`src/hw/rtl/btl_pkg.sv`:
```
package btl_pkg;

    // Field widths
    localparam int VIN_W      = 16;   // cell voltage input, mV
    localparam int MV_W       = 13;   // threshold registers, mV
    localparam int CUR_W      = 10;   // currents, dA
    localparam int CFG_W      = 20;   // widest register
    localparam int CFG_IDX_W  = 3;
    localparam int STAT_W     = 2;
    localparam int IN_DATA_W  = 32;
    localparam int OUT_DATA_W = 24;

    // Datapath widths: spans stay below 1700 mV, so 11 bits hold them
    localparam int DIFF_W = 11;
    localparam int DVD_W  = DIFF_W + CUR_W;
    localparam int QUO_W  = CUR_W;

    // Pipeline shape
    localparam int FRONT_STAGES = 2;
    localparam int DIV_BPS      = 2;
    localparam int DIV_STAGES   = QUO_W / DIV_BPS;
    localparam int PIPE_STAGES  = FRONT_STAGES + DIV_STAGES;

    // Fixed limits
    localparam logic [VIN_W-1:0] V_MIN_MV        = 16'd1500;
    localparam logic [VIN_W-1:0] V_MAX_MV        = 16'd4500;
    localparam logic [MV_W-1:0]  V_MAX_CFG_MV    = 13'd4500;
    localparam logic [CUR_W-1:0] CUR_MAX_DA      = 10'd1000;
    localparam logic [MV_W-1:0]  CHG_FULL_MIN_MV = 13'd2500;
    localparam logic [MV_W-1:0]  CHG_STOP_LIM_MV = 13'd4200;
    localparam logic [MV_W-1:0]  DIS_STOP_LIM_MV = 13'd2800;

    // Register reset values
    localparam logic [MV_W-1:0]  RST_CHG_FULL = 13'd3900;
    localparam logic [MV_W-1:0]  RST_CHG_RED  = 13'd4050;
    localparam logic [MV_W-1:0]  RST_CHG_STOP = 13'd4150;
    localparam logic [CFG_W-1:0] RST_CHG_CUR  = 20'd51700;
    localparam logic [MV_W-1:0]  RST_DIS_FULL = 13'd3500;
    localparam logic [MV_W-1:0]  RST_DIS_RED  = 13'd3200;
    localparam logic [MV_W-1:0]  RST_DIS_STOP = 13'd3000;
    localparam logic [CFG_W-1:0] RST_DIS_CUR  = 20'd103400;

    typedef enum logic [CFG_IDX_W-1:0] {
        IDX_CHG_FULL = 3'd0,
        IDX_CHG_RED  = 3'd1,
        IDX_CHG_STOP = 3'd2,
        IDX_CHG_CUR  = 3'd3,
        IDX_DIS_FULL = 3'd4,
        IDX_DIS_RED  = 3'd5,
        IDX_DIS_STOP = 3'd6,
        IDX_DIS_CUR  = 3'd7
    } t_cfg_idx;

    typedef enum logic [STAT_W-1:0] {
        STAT_NORMAL  = 2'd0,
        STAT_BAD_CFG = 2'd1,
        STAT_RANGE   = 2'd2
    } t_status;

    // Where a voltage sits on its taper curve
    typedef enum logic [1:0] {
        RGN_FULL = 2'd0,
        RGN_LERP = 2'd1,
        RGN_RED  = 2'd2,
        RGN_ZERO = 2'd3
    } t_region;

    typedef struct packed {
        logic [MV_W-1:0]  chg_full;
        logic [MV_W-1:0]  chg_red;
        logic [MV_W-1:0]  chg_stop;
        logic [CUR_W-1:0] chg_cf;
        logic [CUR_W-1:0] chg_cr;
        logic [MV_W-1:0]  dis_full;
        logic [MV_W-1:0]  dis_red;
        logic [MV_W-1:0]  dis_stop;
        logic [CUR_W-1:0] dis_df;
        logic [CUR_W-1:0] dis_dr;
        logic             ok;
    } t_cfg;

    // Per-item control carried alongside the divider
    typedef struct packed {
        t_status status;
        t_region chg_rgn;
        t_region dis_rgn;
    } t_side;

    typedef struct packed {
        logic [DVD_W-1:0]  dvd;
        logic [DIFF_W-1:0] dsr;
    } t_div_in;

endpackage

```
`src/hw/rtl/btl_cfg.sv`:
```
module btl_cfg (
    input  logic                           i_clk,
    input  logic                           i_rst_n,
    input  logic                           i_we,
    input  logic [btl_pkg::CFG_IDX_W-1:0]  i_addr,
    input  logic [btl_pkg::CFG_W-1:0]      i_wdata,
    output btl_pkg::t_cfg                  o_cfg
);

    logic [btl_pkg::MV_W-1:0]  r_chg_full, r_chg_red, r_chg_stop;
    logic [btl_pkg::MV_W-1:0]  r_dis_full, r_dis_red, r_dis_stop;
    logic [btl_pkg::CFG_W-1:0] r_chg_cur, r_dis_cur;
    logic [btl_pkg::MV_W-1:0]  w_v13;
    logic [btl_pkg::CUR_W-1:0] w_cf, w_cr, w_df, w_dr;
    logic                      w_cur_ok, w_chg_ok, w_dis_ok;

    assign w_v13 = i_wdata[btl_pkg::MV_W-1:0];

    // Register file, write only
    always_ff @(posedge i_clk) begin
        if (!i_rst_n) begin
            r_chg_full <= btl_pkg::RST_CHG_FULL;
            r_chg_red  <= btl_pkg::RST_CHG_RED;
            r_chg_stop <= btl_pkg::RST_CHG_STOP;
            r_chg_cur  <= btl_pkg::RST_CHG_CUR;
            r_dis_full <= btl_pkg::RST_DIS_FULL;
            r_dis_red  <= btl_pkg::RST_DIS_RED;
            r_dis_stop <= btl_pkg::RST_DIS_STOP;
            r_dis_cur  <= btl_pkg::RST_DIS_CUR;
        end else if (i_we) begin
            case (btl_pkg::t_cfg_idx'(i_addr))
                btl_pkg::IDX_CHG_FULL: r_chg_full <= w_v13;
                btl_pkg::IDX_CHG_RED:  r_chg_red  <= w_v13;
                btl_pkg::IDX_CHG_STOP: r_chg_stop <= w_v13;
                btl_pkg::IDX_CHG_CUR:  r_chg_cur  <= i_wdata;
                btl_pkg::IDX_DIS_FULL: r_dis_full <= w_v13;
                btl_pkg::IDX_DIS_RED:  r_dis_red  <= w_v13;
                btl_pkg::IDX_DIS_STOP: r_dis_stop <= w_v13;
                btl_pkg::IDX_DIS_CUR:  r_dis_cur  <= i_wdata;
                default: ;
            endcase
        end
    end

    // Current pairs split into full and reduced
    assign w_cf = r_chg_cur[btl_pkg::CUR_W-1:0];
    assign w_cr = r_chg_cur[2*btl_pkg::CUR_W-1:btl_pkg::CUR_W];
    assign w_df = r_dis_cur[btl_pkg::CUR_W-1:0];
    assign w_dr = r_dis_cur[2*btl_pkg::CUR_W-1:btl_pkg::CUR_W];

    // Drive the settings record and its validity flag
    always_comb begin
        o_cfg.chg_full = r_chg_full;
        o_cfg.chg_red  = r_chg_red;
        o_cfg.chg_stop = r_chg_stop;
        o_cfg.chg_cf   = w_cf;
        o_cfg.chg_cr   = w_cr;
        o_cfg.dis_full = r_dis_full;
        o_cfg.dis_red  = r_dis_red;
        o_cfg.dis_stop = r_dis_stop;
        o_cfg.dis_df   = w_df;
        o_cfg.dis_dr   = w_dr;
        o_cfg.ok       = w_cur_ok && w_chg_ok && w_dis_ok;
    end

    // Settings validity
    always_comb begin
        w_cur_ok = (w_cf != '0) && (w_cf <= btl_pkg::CUR_MAX_DA) &&
                   (w_cr != '0) && (w_cr <= w_cf) &&
                   (w_df != '0) && (w_df <= btl_pkg::CUR_MAX_DA) &&
                   (w_dr != '0) && (w_dr <= w_df);
        w_chg_ok = (r_chg_full >= btl_pkg::CHG_FULL_MIN_MV) &&
                   (r_chg_full < r_chg_red) && (r_chg_red < r_chg_stop) &&
                   (r_chg_stop < btl_pkg::CHG_STOP_LIM_MV);
        w_dis_ok = (r_dis_stop > btl_pkg::DIS_STOP_LIM_MV) &&
                   (r_dis_stop < r_dis_red) && (r_dis_red < r_dis_full) &&
                   (r_dis_full <= btl_pkg::V_MAX_CFG_MV);
    end

endmodule

```
`src/hw/rtl/btl_front.sv`:
```
module btl_front (
    input  logic                       i_clk,
    input  logic                       i_en,
    input  logic [btl_pkg::VIN_W-1:0]  i_hi_mv,
    input  logic [btl_pkg::VIN_W-1:0]  i_lo_mv,
    input  btl_pkg::t_cfg              i_cfg,
    output btl_pkg::t_side             o_side,
    output btl_pkg::t_div_in           o_chg_div,
    output btl_pkg::t_div_in           o_dis_div
);

    typedef struct packed {
        btl_pkg::t_side              side;
        logic [btl_pkg::DIFF_W-1:0]  chg_x;
        logic [btl_pkg::CUR_W-1:0]   chg_dy;
        logic [btl_pkg::DIFF_W-1:0]  chg_den;
        logic [btl_pkg::DIFF_W-1:0]  dis_x;
        logic [btl_pkg::CUR_W-1:0]   dis_dy;
        logic [btl_pkg::DIFF_W-1:0]  dis_den;
    } t_stage_a;

    t_stage_a         n_a, r_a;
    btl_pkg::t_side   r_b_side;
    btl_pkg::t_div_in n_b_chg, n_b_dis, r_b_chg, r_b_dis;

    logic [btl_pkg::VIN_W-1:0] w_chg_full, w_chg_red, w_chg_stop;
    logic [btl_pkg::VIN_W-1:0] w_dis_full, w_dis_red, w_dis_stop;

    assign w_chg_full = btl_pkg::VIN_W'(i_cfg.chg_full);
    assign w_chg_red  = btl_pkg::VIN_W'(i_cfg.chg_red);
    assign w_chg_stop = btl_pkg::VIN_W'(i_cfg.chg_stop);
    assign w_dis_full = btl_pkg::VIN_W'(i_cfg.dis_full);
    assign w_dis_red  = btl_pkg::VIN_W'(i_cfg.dis_red);
    assign w_dis_stop = btl_pkg::VIN_W'(i_cfg.dis_stop);

    // Stage A: status, curve region, spans and offsets
    always_comb begin
        if (!i_cfg.ok) begin
            n_a.side.status = btl_pkg::STAT_BAD_CFG;
        end else if (i_hi_mv < btl_pkg::V_MIN_MV || i_hi_mv > btl_pkg::V_MAX_MV ||
                     i_lo_mv < btl_pkg::V_MIN_MV || i_lo_mv > btl_pkg::V_MAX_MV) begin
            n_a.side.status = btl_pkg::STAT_RANGE;
        end else begin
            n_a.side.status = btl_pkg::STAT_NORMAL;
        end

        if (i_hi_mv >= w_chg_stop) begin
            n_a.side.chg_rgn = btl_pkg::RGN_ZERO;
        end else if (i_hi_mv >= w_chg_red) begin
            n_a.side.chg_rgn = btl_pkg::RGN_RED;
        end else if (i_hi_mv > w_chg_full) begin
            n_a.side.chg_rgn = btl_pkg::RGN_LERP;
        end else begin
            n_a.side.chg_rgn = btl_pkg::RGN_FULL;
        end

        if (i_lo_mv <= w_dis_stop) begin
            n_a.side.dis_rgn = btl_pkg::RGN_ZERO;
        end else if (i_lo_mv <= w_dis_red) begin
            n_a.side.dis_rgn = btl_pkg::RGN_RED;
        end else if (i_lo_mv < w_dis_full) begin
            n_a.side.dis_rgn = btl_pkg::RGN_LERP;
        end else begin
            n_a.side.dis_rgn = btl_pkg::RGN_FULL;
        end

        // only meaningful inside the interpolation span, where they fit
        n_a.chg_x   = btl_pkg::DIFF_W'(i_hi_mv - w_chg_full);
        n_a.chg_dy  = i_cfg.chg_cf - i_cfg.chg_cr;
        n_a.chg_den = btl_pkg::DIFF_W'(i_cfg.chg_red - i_cfg.chg_full);
        n_a.dis_x   = btl_pkg::DIFF_W'(i_lo_mv - w_dis_red);
        n_a.dis_dy  = i_cfg.dis_df - i_cfg.dis_dr;
        n_a.dis_den = btl_pkg::DIFF_W'(i_cfg.dis_full - i_cfg.dis_red);
    end

    // Stage B: span product plus half the divisor for rounding
    always_comb begin
        n_b_chg.dvd = btl_pkg::DVD_W'(r_a.chg_x) * btl_pkg::DVD_W'(r_a.chg_dy)
                    + btl_pkg::DVD_W'(r_a.chg_den >> 1);
        n_b_chg.dsr = r_a.chg_den;
        n_b_dis.dvd = btl_pkg::DVD_W'(r_a.dis_x) * btl_pkg::DVD_W'(r_a.dis_dy)
                    + btl_pkg::DVD_W'(r_a.dis_den >> 1);
        n_b_dis.dsr = r_a.dis_den;
    end

    always_ff @(posedge i_clk) begin
        if (i_en) begin
            r_a      <= n_a;
            r_b_side <= r_a.side;
            r_b_chg  <= n_b_chg;
            r_b_dis  <= n_b_dis;
        end
    end

    assign o_side    = r_b_side;
    assign o_chg_div = r_b_chg;
    assign o_dis_div = r_b_dis;

endmodule

```
`src/hw/rtl/btl_div.sv`:
```
module btl_div (
    input  logic                       i_clk,
    input  logic                       i_en,
    input  btl_pkg::t_div_in           i_div,
    output logic [btl_pkg::QUO_W-1:0]  o_quo
);

    localparam int ST  = btl_pkg::DIV_STAGES;
    localparam int BPS = btl_pkg::DIV_BPS;

    logic [btl_pkg::DVD_W-1:0]  r_rem [ST];
    logic [btl_pkg::QUO_W-1:0]  r_quo [ST];
    logic [btl_pkg::DIFF_W-1:0] r_dsr [ST];

    // Restoring division, BPS quotient bits per stage, MSB first
    for (genvar s = 0; s < ST; s++) begin : g_stage
        localparam int B0 = btl_pkg::QUO_W - 1 - s * BPS;

        logic [btl_pkg::DVD_W-1:0]  w_rem_in, n_rem, w_trial;
        logic [btl_pkg::QUO_W-1:0]  w_quo_in, n_quo;
        logic [btl_pkg::DIFF_W-1:0] w_dsr_in;

        if (s == 0) begin : g_first
            assign w_rem_in = i_div.dvd;
            assign w_quo_in = '0;
            assign w_dsr_in = i_div.dsr;
        end else begin : g_next
            assign w_rem_in = r_rem[s-1];
            assign w_quo_in = r_quo[s-1];
            assign w_dsr_in = r_dsr[s-1];
        end

        always_comb begin
            n_rem   = w_rem_in;
            n_quo   = w_quo_in;
            w_trial = '0;
            for (int k = 0; k < BPS; k++) begin
                w_trial = btl_pkg::DVD_W'(w_dsr_in) << (B0 - k);
                if (n_rem >= w_trial) begin
                    n_rem         = n_rem - w_trial;
                    n_quo[B0 - k] = 1'b1;
                end
            end
        end

        always_ff @(posedge i_clk) begin
            if (i_en) begin
                r_rem[s] <= n_rem;
                r_quo[s] <= n_quo;
                r_dsr[s] <= w_dsr_in;
            end
        end
    end

    assign o_quo = r_quo[ST-1];

endmodule

```
`src/hw/rtl/battery_current_taper_limits_top.sv`:
```
// Battery current taper limits: cell voltages in, charge/discharge limits out.
// Each transaction passes 8 register stages (region decode, span multiply,
// 5 divider stages, output register). Throughput: one transaction per cycle;
// the whole pipeline holds while the output register is full and not taken.
// Reset (synchronous, active low) empties the pipeline and loads the default
// settings.
module battery_current_taper_limits_top (
    input  logic                                 i_clk,
    input  logic                                 i_rst_n,
    // [15:0] highest_cell_mv, [31:16] lowest_cell_mv
    input  logic [btl_pkg::IN_DATA_W-1:0]        s_axis_tdata,
    input  logic                                 s_axis_tvalid,
    output logic                                 s_axis_tready,
    // [9:0] charge_limit_da, [19:10] discharge_limit_da, [21:20] limit_status
    output logic [btl_pkg::OUT_DATA_W-1:0]       m_axis_tdata,
    output logic                                 m_axis_tvalid,
    input  logic                                 m_axis_tready,
    input  logic                                 i_cfg_we,
    input  logic [btl_pkg::CFG_IDX_W-1:0]        i_cfg_addr,
    input  logic [btl_pkg::CFG_W-1:0]            i_cfg_wdata
);

    localparam int NV = btl_pkg::PIPE_STAGES;
    localparam int ST = btl_pkg::DIV_STAGES;

    btl_pkg::t_cfg    w_cfg;
    btl_pkg::t_side   w_front_side;
    btl_pkg::t_div_in w_chg_div, w_dis_div;
    logic [btl_pkg::QUO_W-1:0] w_chg_q, w_dis_q;
    logic             w_adv;

    logic [NV-1:0]    r_vld;
    btl_pkg::t_side   r_side [ST];
    logic             r_out_vld;
    logic [btl_pkg::CUR_W-1:0] n_chg, n_dis, r_chg, r_dis;
    btl_pkg::t_status r_status;

    // Whole pipeline moves unless the output holds an untaken result
    assign w_adv         = !r_out_vld || m_axis_tready;
    assign s_axis_tready = w_adv;

    btl_cfg u_cfg (
        .i_clk   (i_clk),
        .i_rst_n (i_rst_n),
        .i_we    (i_cfg_we),
        .i_addr  (i_cfg_addr),
        .i_wdata (i_cfg_wdata),
        .o_cfg   (w_cfg)
    );

    btl_front u_front (
        .i_clk     (i_clk),
        .i_en      (w_adv),
        .i_hi_mv   (s_axis_tdata[btl_pkg::VIN_W-1:0]),
        .i_lo_mv   (s_axis_tdata[2*btl_pkg::VIN_W-1:btl_pkg::VIN_W]),
        .i_cfg     (w_cfg),
        .o_side    (w_front_side),
        .o_chg_div (w_chg_div),
        .o_dis_div (w_dis_div)
    );

    btl_div u_chg_div (
        .i_clk (i_clk),
        .i_en  (w_adv),
        .i_div (w_chg_div),
        .o_quo (w_chg_q)
    );

    btl_div u_dis_div (
        .i_clk (i_clk),
        .i_en  (w_adv),
        .i_div (w_dis_div),
        .o_quo (w_dis_q)
    );

    // Valid bits, one per stage
    always_ff @(posedge i_clk) begin
        if (!i_rst_n) begin
            r_vld     <= '0;
            r_out_vld <= 1'b0;
        end else if (w_adv) begin
            r_vld     <= {r_vld[NV-2:0], s_axis_tvalid};
            r_out_vld <= r_vld[NV-1];
        end
    end

    // Control travels beside the dividers
    always_ff @(posedge i_clk) begin
        if (w_adv) begin
            r_side[0] <= w_front_side;
            for (int i = 1; i < ST; i++) begin
                r_side[i] <= r_side[i-1];
            end
        end
    end

    // Final selection on the taper curve
    always_comb begin
        case (r_side[ST-1].chg_rgn)
            btl_pkg::RGN_FULL: n_chg = w_cfg.chg_cf;
            btl_pkg::RGN_LERP: n_chg = w_cfg.chg_cf - w_chg_q;
            btl_pkg::RGN_RED:  n_chg = w_cfg.chg_cr;
            btl_pkg::RGN_ZERO: n_chg = '0;
            default:           n_chg = '0;
        endcase
        case (r_side[ST-1].dis_rgn)
            btl_pkg::RGN_FULL: n_dis = w_cfg.dis_df;
            btl_pkg::RGN_LERP: n_dis = w_cfg.dis_dr + w_dis_q;
            btl_pkg::RGN_RED:  n_dis = w_cfg.dis_dr;
            btl_pkg::RGN_ZERO: n_dis = '0;
            default:           n_dis = '0;
        endcase
        if (r_side[ST-1].status != btl_pkg::STAT_NORMAL) begin
            n_chg = '0;
            n_dis = '0;
        end
    end

    always_ff @(posedge i_clk) begin
        if (w_adv) begin
            r_chg    <= n_chg;
            r_dis    <= n_dis;
            r_status <= r_side[ST-1].status;
        end
    end

    assign m_axis_tvalid = r_out_vld;
    assign m_axis_tdata  = {2'b00, r_status, r_dis, r_chg};

    // A fault result carries zero limits
    a_fault_zero: assert property (@(posedge i_clk) disable iff (!i_rst_n)
        (r_out_vld && r_status != btl_pkg::STAT_NORMAL) |-> (r_chg == '0 && r_dis == '0))
        else $error("fault result with non-zero limit");

    // A stall freezes the valid bits of every stage
    a_stall_hold: assert property (@(posedge i_clk) disable iff (!i_rst_n)
        (!w_adv) |=> ($stable(r_vld) && $stable(r_out_vld)))
        else $error("pipeline moved during stall");

    // The last stage always lands in the output register
    a_last_to_out: assert property (@(posedge i_clk) disable iff (!i_rst_n)
        (r_vld[NV-1] && w_adv) |=> r_out_vld)
        else $error("transaction lost before output");

endmodule
```
`config.mk`:
```
export PLATFORM = sky130hd
export DESIGN_NAME = battery_current_taper_limits_top
export DESIGN_NICKNAME = d
export VERILOG_FILES = /design/src/hw/rtl/btl_pkg.sv /design/src/hw/rtl/btl_cfg.sv /design/src/hw/rtl/btl_front.sv /design/src/hw/rtl/btl_div.sv /design/src/hw/rtl/battery_current_taper_limits_top.sv
export SDC_FILE = /design/constraint.sdc
export NUM_CORES = 2
export LEC_CHECK = 0
export ABC_AREA = 1
export BUFFER_PORTS_ARGS = -buffer_cell sky130_fd_sc_hd__buf_2
export CORE_MARGIN = 3
export CORE_UTILIZATION = 40
export DETAILED_ROUTE_END_ITERATION = 16
export GPL_ROUTABILITY_DRIVEN = 1
export GPL_TIMING_DRIVEN = 0
export SKIP_LAST_GASP = 1
export SLEW_MARGIN = 15
export SYNTH_ARGS = -nofsm -noshare
export SYNTH_HDL_FRONTEND = slang
export SYNTH_HIERARCHICAL = 1
export SYNTH_SLANG_ARGS = --single-unit
```
`constraint.sdc`:
```
create_clock -name i_clk -period 18 [get_ports i_clk]
set_clock_uncertainty 0.05 [all_clocks]
set_input_delay 1.8 -clock i_clk [delete_from_list [all_inputs] [get_ports i_clk]]
set_output_delay 1.8 -clock i_clk [all_outputs]
set_load 0.1 [all_outputs]
```
==> results.md <==
* Result of the run: finished, final reports clean
* GRT Util Overall at between 10% and 20%
* Maximum count of clock buffers along a single path at 3
* Share of layout cells above drive strength 1 at under 10%
* Rows at approximately 130
* Core area at between 100000 and 150000 um2
* Min-delay src: u_front/o_side[2]$_DFFE_PP_
* Vias in the first global route at 42.1k
* Worst hold slack after final layout at ~0.34 ns
* Horizontal die dimension at between 300 and 400 um
* Clock latency of the later-clocked register in the worst-skew pair at 0.67 ns
* Top FF cell, synth: sky130_fd_sc_hd__edfxtp_1
* Iteration-0 DRC Markers at just over 3k
* Sinks on the clock net at around 630
* Effective utilization at floorplan at between 40 and 50%
* Type of element launching the critical path: register
* Unrepaired setup endpoints after global routing: false
* CP top delay family: adder cells
* Final weighted congestion in routability-driven placement at approximately 0.9
* Finished Core Util at between 40 and 50%
* Vertical die dimension at roughly 370 um
* Number of clock buffers inserted by TritonCTS at 76
* Max stage delay on crit path at roughly 0.56 ns
* Worst slew margin at about two fifths
* Post-route setup TNS at 0 ns
* Sum of buffers and inverters on the critical path at 5
* Die area at about 140000 um2
* Max-cap violation count at 0
* Reg2Reg Launch Point: u_front/r_a[52]$_DFFE_PP_
* Area taken by flip-flops and latches at 17800 um2
* Global-route wire length before repair at ~220000 um
* Ports at 86
* Clock tree from TritonCTS: yes
* Routed via count divided by cell count at about 5.1
* Number of hold-repair buffers added at the cts stage at 0
* Count of pins over their slew limit at 0
* Post-route clock period utilization at 30.3%
* Count of mapped cells out of synthesis at between 6k and 7k
* Antenna violation net count after detailed routing at 0
* Htree depth at 3
* FF-to-FF path depth at 19
* Most used cells in the layout excluding fill and tap cells: 1666 x sky130_fd_sc_hd__nand2_1, 1162 x sky130_fd_sc_hd__inv_1, 541 x sky130_fd_sc_hd__ha_1, 508 x sky130_fd_sc_hd__edfxtp_1, 475 x sky130_fd_sc_hd__nor2_1
* Fill cell instance count of the final layout at ~13k
* Synth warnings at 6
* Number of I/O port buffers at slightly above 80
* First-pass iteration count of the detailed router at 6
* Sequential cell area fraction in the yosys report at 33.6%
* Nets at approximately 7.6k
* Critical Setup Path Class: reg -> reg
* Post-Synthesis Cell Area at roughly 53000 um2
* Count of flip-flops with a built-in enable after synthesis at approximately 500
* Clock slew at the register clock pins of the worst setup and hold paths at around 0.06 ns
* Routed wirelength normalized by instance count at about 16 um
* Tightest Hold Check Type: reg -> reg
* Antenna violations before repair at 10
* CP Capture Type: register
* Wirelength, routed at between 100000 and 150000 um
* Post-cts sizing count at 0
* Fraction of registers with async set/reset at 0%
* Leading cell type in the layout, fill and taps excluded: sky130_fd_sc_hd__nand2_1
* Most common cell on crit path: sky130_fd_sc_hd__nand2_1
* Minimum clock period at ~5.4 ns
* GRT overflow at 0
* Maximum clock rate at about 180 MHz
* Syn Area/Cell at between 7 and 8 um2
* Data required time of the critical path at roughly 18 ns
* Flip-flop and latch count after synthesis at about 630
* Endpoints failing setup at 0
* DRC Markers at 0
* Footprint of the multi-input gates at 30000 um2
* Maximum number of pins on one net before global-route repair at 96
* Slew at the pin closest to its max-slew limit at around 0.88 ns
* Layout area overhead at 10.3%
* Maximum fanout along the worst path at 10
* Final hold violation count at 0
* Hold path endpoint: r_side[0][2]$_DFFE_PP_
* HPWL after detailed placement at about 110000 um
* Worst reg2reg path endpoint: u_front/o_chg_div[26]$_DFFE_PP_
* Number of buffers inserted by post-CTS setup repair at 0
* Clock root cell: sky130_fd_sc_hd__clkbuf_16
* Detailed-route via count at ~44k
* Slowest library cell on the worst path: sky130_fd_sc_hd__fa_1
* Slack of the worst reg-to-reg path at roughly 13 ns
* Series of cell instances along the critical path: clkbuf_1, nand2_1, fa_1, fa_1, inv_1, fa_1, fa_1, inv_1, fa_1, inv_1, ha_1, nand2_1, inv_1, a21boi_0, nand3_2, nand2_1, nand2_1, nand2_1, nand2_1
* Hold Path Cell Cnt at 0
* Synth cell types at between 60 and 70
* Crit path DAT at roughly 5.8 ns
* Startpoint of the most critical setup path: u_front/r_a[52]$_DFFE_PP_
[cell type report]
class                           count  share of cell area, %
Sequential cell                   634                   30.5
Multi-Input combinational cell   4727                   51.5
Clock buffer                       96                   3.50
Inverter                         1187                   7.64
Clock inverter                     45                   1.09
Tap cell                         1742                   3.74
Buffer                            119                   1.03
Antenna cell                        3                 0.0129
Timing Repair Buffer               88                   1.03
[cell families (layout without fill, tap and decap cells)]
family | Yosys count | in the layout | synth area share [%]
and+or+nand+nor | 2869 | 2869 | 23.5
buffers and inverters | 1306 | 1535 | 9.56
AOI/OAI and AO/OA | 880 | 880 | 9.32
adders and majority gates | 727 | 727 | 19.8
DFF | 634 | 634 | 33.6
xor gates and xnor gates | 247 | 247 | 4.09
muxes | 2 | 2 | 0.0426
other | 1 | 5 | 0.00709
[through the flow]
stage | area (um2) | worst slack, ns | std cells
2_1_floorplan | 52900 | 1.79 | 6667
3_3_place_gp | 55500 | -3.59 | 8490
3_5_place_dp | 55700 | 12.50 | 8497
4_1_cts | 58300 | 12.49 | 8638
5_1_grt | 58300 | 12.17 | 8638
6_report | 58300 | 12.55 | 8641
[cell usage after synthesis (all sizes together), types with 2 or more instances]
cell type	number	area, um2
nand2	1698	6480
inv	1186	4450
ha	541	6770
nor2	520	2160
edfxtp	508	15300
a21oi	397	2040
nand3	393	2200
o21ai	292	1470
fa	186	3720
xor2	139	1220
dfxtp	126	2520
nand4	124	776
xnor2	108	946
buf	64	394
nor3	59	305
clkbuf	55	208
o211ai	48	360
o21bai	32	251
a31oi	30	188
a21o	25	188
or2	22	138
nand3b	18	139
nor4	18	119
o21a	17	128
a211oi	12	90.1
a21boi	11	82.6
and2	6	37.5
and3	6	37.5
a22o	5	43.8
o31ai	4	30.0
nor3b	3	22.5
mux2	2	22.5
o221ai	2	17.5
[per-layer routing]
metal  vias to the layer above  part of all wire (%)  global-route usage (%)
met1                     20500                    47                    28.1
met5                         -                     0                       0
met3                       171                   6.0                    2.91
li1                      22100                     -                       -
met4                         0                   2.1                    5.20
met2                      1033                    45                    32.0
[registers in the layout (all words and copies together), names as in the netlist, 7 cells and up]
register and cells:
u_dis_div/r_rem 84, u_front/n_b_dis 11, u_cfg/r_chg_stop 13, u_front/o_chg_div 32, r_vld 7, u_cfg/r_dis_stop 13, u_cfg/r_dis_red 13, u_cfg/r_chg_full 13
u_front/r_a 48, u_chg_div/r_dsr 44, u_cfg/r_chg_red 13, u_chg_div/r_quo 30, r_dis 10, u_chg_div/r_rem 84, u_dis_div/r_quo 30, r_side 30
r_chg 10, u_front/o_dis_div 32, u_cfg/r_dis_full 13, u_cfg/r_dis_cur 20, u_front/n_b_chg 11, u_cfg/r_chg_cur 20, u_dis_div/r_dsr 44
[worst max path at each step]
stage	depth (start not counted)	to
2_1_floorplan	2	r_chg[0]$_SDFFCE_PP0P_
3_3_place_gp	4	s_axis_tready
3_5_place_dp	19	u_front/o_chg_div[30]$_DFFE_PP_
4_1_cts	19	u_front/o_chg_div[26]$_DFFE_PP_
5_1_grt	19	u_front/o_chg_div[26]$_DFFE_PP_
6_report	19	u_front/o_chg_div[26]$_DFFE_PP_
Power is left out: the tool's default activity adds up to more than one toggle a clock period on the data nets, which glitch-free logic cannot reach.
